===== src/hdl/min_coin_change_dp_unit_defines.svh =====
// Assertion macros shared by the min coin change unit.
// Included by the controller and datapath; no other dependencies.
`ifndef MIN_COIN_CHANGE_DP_UNIT_DEFINES_SVH
`define MIN_COIN_CHANGE_DP_UNIT_DEFINES_SVH

// Condition must hold at every clock edge out of reset.
`define MCCD_ASSERT_ALWAYS(lbl, cond, msg) \
    lbl: assert property (@(posedge i_clk) disable iff (!i_rst_n) (cond)) \
        else $error(msg);

// Consequent must hold in the cycle after the antecedent.
`define MCCD_ASSERT_NEXT(lbl, ante, cons, msg) \
    lbl: assert property (@(posedge i_clk) disable iff (!i_rst_n) (ante) |=> (cons)) \
        else $error(msg);

`endif


===== src/hdl/mccd_pkg.sv =====
// Shared types and constants for the min coin change unit.
// No dependencies; used by the controller, datapath and top level.
`default_nettype none

package mccd_pkg;

    localparam int VAL_W      = 10;   // amount, coin and count width
    localparam int ENTRY_W    = 11;   // table entry: reachable bit over count
    localparam int CFG_ADDR_W = 2;
    localparam int COIN_SEL_W = 3;    // selects up to eight coins; only three have registers

    localparam logic [COIN_SEL_W-1:0] NUM_COIN_REGS = 3'd3;

    // configuration register indexes
    localparam logic [CFG_ADDR_W-1:0] CFG_COIN_FIRST  = 2'd0;
    localparam logic [CFG_ADDR_W-1:0] CFG_COIN_SECOND = 2'd1;
    localparam logic [CFG_ADDR_W-1:0] CFG_COIN_THIRD  = 2'd2;

    localparam logic [VAL_W-1:0] COIN_FIRST_RST  = 10'd1;
    localparam logic [VAL_W-1:0] COIN_SECOND_RST = 10'd2;
    localparam logic [VAL_W-1:0] COIN_THIRD_RST  = 10'd3;

    typedef struct packed {
        logic                  load;      // capture amount, restart walk
        logic                  init;      // write entry zero
        logic                  rd_en;     // look up entry at i minus coin
        logic [COIN_SEL_W-1:0] coin_sel;
        logic                  wr_en;     // write entry i, advance i
        logic                  out_load;  // move result to output register
    } t_dp_cmd;

    typedef struct packed {
        logic skip_walk;   // amount zero or beyond table
        logic last_entry;  // entry i is the requested amount
        logic out_free;    // output register can take a word
    } t_dp_status;

endpackage

`default_nettype wire


===== src/hdl/mccd_ctrl.sv =====
// Sequencer for the min coin change unit: walks amounts and coins.
// Depends on mccd_pkg and the assertion macro header.
`default_nettype none

`include "min_coin_change_dp_unit_defines.svh"

module mccd_ctrl #(
    parameter int NUM_COINS = 3
) (
    input  wire                  i_clk,
    input  wire                  i_rst_n,
    input  wire                  i_in_valid,
    output logic                 o_in_ready,
    input  mccd_pkg::t_dp_status i_status,
    output mccd_pkg::t_dp_cmd    o_cmd
);
    import mccd_pkg::*;

    localparam int JW = (NUM_COINS > 1) ? $clog2(NUM_COINS) : 1;
    localparam logic [JW-1:0] LAST_J = JW'(NUM_COINS - 1);

    localparam logic [2:0] S_IDLE  = 3'd0;
    localparam logic [2:0] S_ZERO  = 3'd1;
    localparam logic [2:0] S_READ  = 3'd2;
    localparam logic [2:0] S_WRITE = 3'd3;
    localparam logic [2:0] S_OUT   = 3'd4;

    logic [2:0]    r_state, n_state;
    logic [JW-1:0] r_j, n_j;
    logic          accept;

    assign o_in_ready = (r_state == S_IDLE);
    assign accept     = i_in_valid && o_in_ready;

    always_comb begin
        n_state = r_state;
        n_j     = r_j;
        o_cmd   = '0;
        o_cmd.coin_sel = COIN_SEL_W'(r_j);
        unique case (r_state)
            S_IDLE: begin
                if (accept) begin
                    o_cmd.load = 1'b1;
                    n_state    = S_ZERO;
                end
            end
            S_ZERO: begin
                o_cmd.init = 1'b1;
                n_j        = '0;
                n_state    = i_status.skip_walk ? S_OUT : S_READ;
            end
            S_READ: begin
                o_cmd.rd_en = 1'b1;
                if (r_j == LAST_J) begin
                    n_state = S_WRITE;
                end else begin
                    n_j = r_j + 1'b1;
                end
            end
            S_WRITE: begin
                // last lookup lands this cycle; write waits for it so every coin is folded in
                o_cmd.wr_en = 1'b1;
                n_j         = '0;
                n_state     = i_status.last_entry ? S_OUT : S_READ;
            end
            S_OUT: begin
                if (i_status.out_free) begin
                    o_cmd.out_load = 1'b1;
                    n_state        = S_IDLE;
                end
            end
            default: begin
                n_state = S_IDLE;
            end
        endcase
    end

    always_ff @(posedge i_clk) begin
        if (!i_rst_n) begin
            r_state <= S_IDLE;
            r_j     <= '0;
        end else begin
            r_state <= n_state;
            r_j     <= n_j;
        end
    end

    `MCCD_ASSERT_NEXT(a_accept_starts_walk, accept, r_state == S_ZERO,
        "accepted word did not start a table walk")
    `MCCD_ASSERT_NEXT(a_last_coin_writes, (r_state == S_READ) && (r_j == LAST_J),
        r_state == S_WRITE, "entry not written after last coin lookup")

endmodule

`default_nettype wire


===== config.mk =====
export PLATFORM = sky130hd
export DESIGN_NAME = mccd_ctrl
export DESIGN_NICKNAME = d
export VERILOG_FILES = /design/src/hdl/mccd_pkg.sv /design/src/hdl/mccd_ctrl.sv
export VERILOG_INCLUDE_DIRS = /design/src /design/src/hdl
export SDC_FILE = /design/constraint.sdc
export NUM_CORES = 1
export LEC_CHECK = 0
export BUFFER_PORTS_ARGS = -buffer_cell sky130_fd_sc_hd__buf_2
export CAP_MARGIN = 25
export CELL_PAD_IN_SITES_DETAIL_PLACEMENT = 0
export CELL_PAD_IN_SITES_GLOBAL_PLACEMENT = 1
export CORE_AREA = 2 2 39 41
export DETAILED_ROUTE_END_ITERATION = 10
export DIE_AREA = 0 0 41 43
export GPL_TIMING_DRIVEN = 0
export PLACE_DENSITY = 0.66
export REMOVE_ABC_BUFFERS = 1
export SETUP_SLACK_MARGIN = 0.2
export SYNTH_ARGS = -nofsm -noshare
export SYNTH_HDL_FRONTEND = slang
export SYNTH_SLANG_ARGS = --single-unit

===== constraint.sdc =====
create_clock -name i_clk -period 1.2 [get_ports i_clk]
set_input_delay 0.18 -clock i_clk [delete_from_list [all_inputs] [get_ports i_clk]]
set_output_delay 0.18 -clock i_clk [all_outputs]
set_load 0.1 [all_outputs]

==> reports/qor.yml <==
min_path_cells: 3
antenna_found_initial: 0
yosys.area.top_type_share: 0.285
fin_crit_sh: 1.08
cellLeakagePower_uw: 0.000262
maxCapViolCount: 0
die_y_um: 43
fin_tns_setup_ps: -447
outcome: "finished, violations left"
reg2reg_depth: 5
min_period_ps: 1300
max_stage_delay_ps: 370
rows: 14
stdcell_area_um2: 686
grt_max_degree: 10
diodes: 0
nets: 69
area_growth_pct: 95.0
seq_area_frac_synth: 0.285
rsz0062_at_grt: "yes"
worstPathMaxFanout: 6
synth_warnings: 0
clock_skew_ps: 4.04
cp_cell_sequence: "and4bb_2, buf_12"
grt_overflow: 0
wl_per_cell_um: 11.6
drv_slew: 0
hold_start: "i_rst_n"
syn_avg_cell_area_um2: 8.58
synth_cell_types: 23
final_layout_size_suffix_gt1_frac: 0.721
drc: 0
drtIter0Drc: 2
numCtsBuffers: 3
worst_slack_ps: -102
ir_drop_v: 0.000571
drt_pre_antenna_iters: 3
ant_nets: 0
endpoint_kind: "primary output"
grt_pass1_vias: 328
synthCells: 41
hold_violations: 0
cts_buffer_depth: 2
crit_slowest_cell: "dfxtp_4"
min_to: "r_state[0]$_SDFFE_PN0P_"
htreeDepth: 1
yosysTopAreaCell: "dfxtp_1"
cts_hold_buf: 0
worstPathRequired_ps: 1020
ios: 15
synthTopCellsByArea: "dfxtp_1 28%, buf_6 6.4%, o31ai_4 6.0%"
n_fill_cell: 134
core_area_mm2: 0.00138
cts.sinks: 5
clock_latency_ps: 240
synthesis.area_um2: 352
cp.arrival_ps: 1120
cts_tree: "built"
clkSlewWorstSetupHoldPaths_ps: 50
hold_class: "input port to flop"
routed_wl_um: 892
setup_viol: 6
r2r_start: "r_j[0]$_SDFFE_PN0P_"
timing.fmax_mhz: 768
vias: 358
powerDensity_mw_per_mm2: 988
violations: "negative setup slack"
grt_usage: 0.114
gp_congestion: 0.606
r2r_slack_ps: 130
synth_seq_cells: 5
utilization: 0.495
dpl_cell_area_um2: 399
reg2reg_to: "r_j[0]$_SDFFE_PN0P_"
grt_pass1_wl_mm: 1.34
portBuffers: 13
critPathKind: "flop to primary output"
die_w_um: 41
start_util: 0.254
via_per_inst: 4.65
startpoint_type: "flop"
die_area_mm2: 0.00176
dp_hpwl_um: 526
cts_root_buf: "clkbuf_4"
==> metal layers <==
metal | routed length, um | part of all wire | global-route usage | vias to the layer above
met1 | 317 | 0.36 | 0.126 | 166
met3 | 82 | 0.092 | 0.0681 | 0
met4 | 0 | 0 | 0.0200 | 0
met2 | 492 | 0.55 | 0.181 | 15
met5 | 0 | 0 | 0 | -
li1 | - | - | - | 177
==> cells by family (layout without fill, tap and decap cells) <==
| group | Yosys count | in the layout | synth area share |
|---|---|---|---|
| adder cells (fa/ha/maj) | 1 | 1 | 0.0356 |
| buffers and inverters | 7 | 27 | 0.139 |
| flip-flops | 5 | 5 | 0.285 |
| AO/OA/AOI/OAI | 6 | 6 | 0.181 |
| multiplexers | 1 | 1 | 0.0285 |
| other | 1 | 1 | 0.0107 |
| AND/OR/NAND/NOR | 20 | 20 | 0.320 |
==> through the flow <==
step | setup WS [ps] | power (uW) | std cells | hold slack (ps)
finish | -102 | 677 | 77 | 200
global route | -141 | 713 | 77 | 210
CTS | -114 | 658 | 74 | 196
detailed placement | -221 | 397 | 66 | 462
global placement | -208 | 396 | 66 | 457
floorplan | -1600 | 363 | 37 | 296
==> worst max path at each step <==
stage	from	to	cells after the start
final	r_state[0]$_SDFFE_PN0P_	o_cmd[0]	2
after global routing	r_state[0]$_SDFFE_PN0P_	o_cmd[0]	2
after CTS	r_state[1]$_SDFFE_PN0P_	o_cmd[7]	4
after detailed placement	r_state[1]$_SDFFE_PN0P_	o_cmd[5]	3
after global placement	r_state[1]$_SDFFE_PN0P_	o_cmd[5]	3
after floorplan	r_state[1]$_SDFFE_PN0P_	o_cmd[5]	2
==> cells in the mapped netlist <==
master    instances
o32ai_1           1
nand4_1           1
conb_1            1
o21a_1            1
and4bb_2          1
nand2_1           5
o21ba_4           1
dfxtp_1           5
o21ai_0           1
inv_1             3
buf_4             2
o31ai_4           1
nor3_1            4
nor2b_4           1
ha_1              1
nand2b_1          1
buf_6             2
mux2i_1           1
nand3_1           1
a21oi_1           1
nor2b_1           1
nor2_1            4
nor4b_1           1
==> area by class of cell <==
class,instances,area [um2],share of cell area
Clock buffer,4,26.3,0.0383
Inverter,3,18.8,0.0274
Multi-Input combinational cell,29,278,0.405
Sequential cell,5,119,0.173
Tap cell,16,20.0,0.0292
Timing Repair Buffer,20,224,0.327
==> registers in the layout, summed over array words and instances (netlist names) <==
register / flops
r_j: 2
r_state: 3
==> power by group <==
group / internal, uW / total (uW) / switching [uW]
logic: 106 / 296 / 190
clock network: 126 / 195 / 69.0
registers: 169 / 187 / 17.7
==> worst max-delay path: cells and delay by family, from the launching register on <==
family	cells	cell delay, ps
buf+inv	1	180
flops	1	370
simple gates	1	330
==> what timing repair did <==
| item | in CTS | in global routing |
|---|---|---|
| resized for setup | 47 | 13 |
| pin swaps | 3 | 2 |
| setup endpoints to repair | 11 | 12 |
| setup buffers | 4 | 3 |
| endpoints found under the hold margin | 0 | 0 |
==> placed cells by master (no fill, tap or decap), types with 2 or more instances in the layout <==
cell type	Yosys	routed
buf_2	0	5
nor3_1	4	2
clkbuf_4	0	3
dfxtp_4	0	5
buf_6	2	3
nand2_1	5	4
buf_12	0	6
buf_4	2	6
nor2_4	0	2
Power figures use the tool's default switching activity.
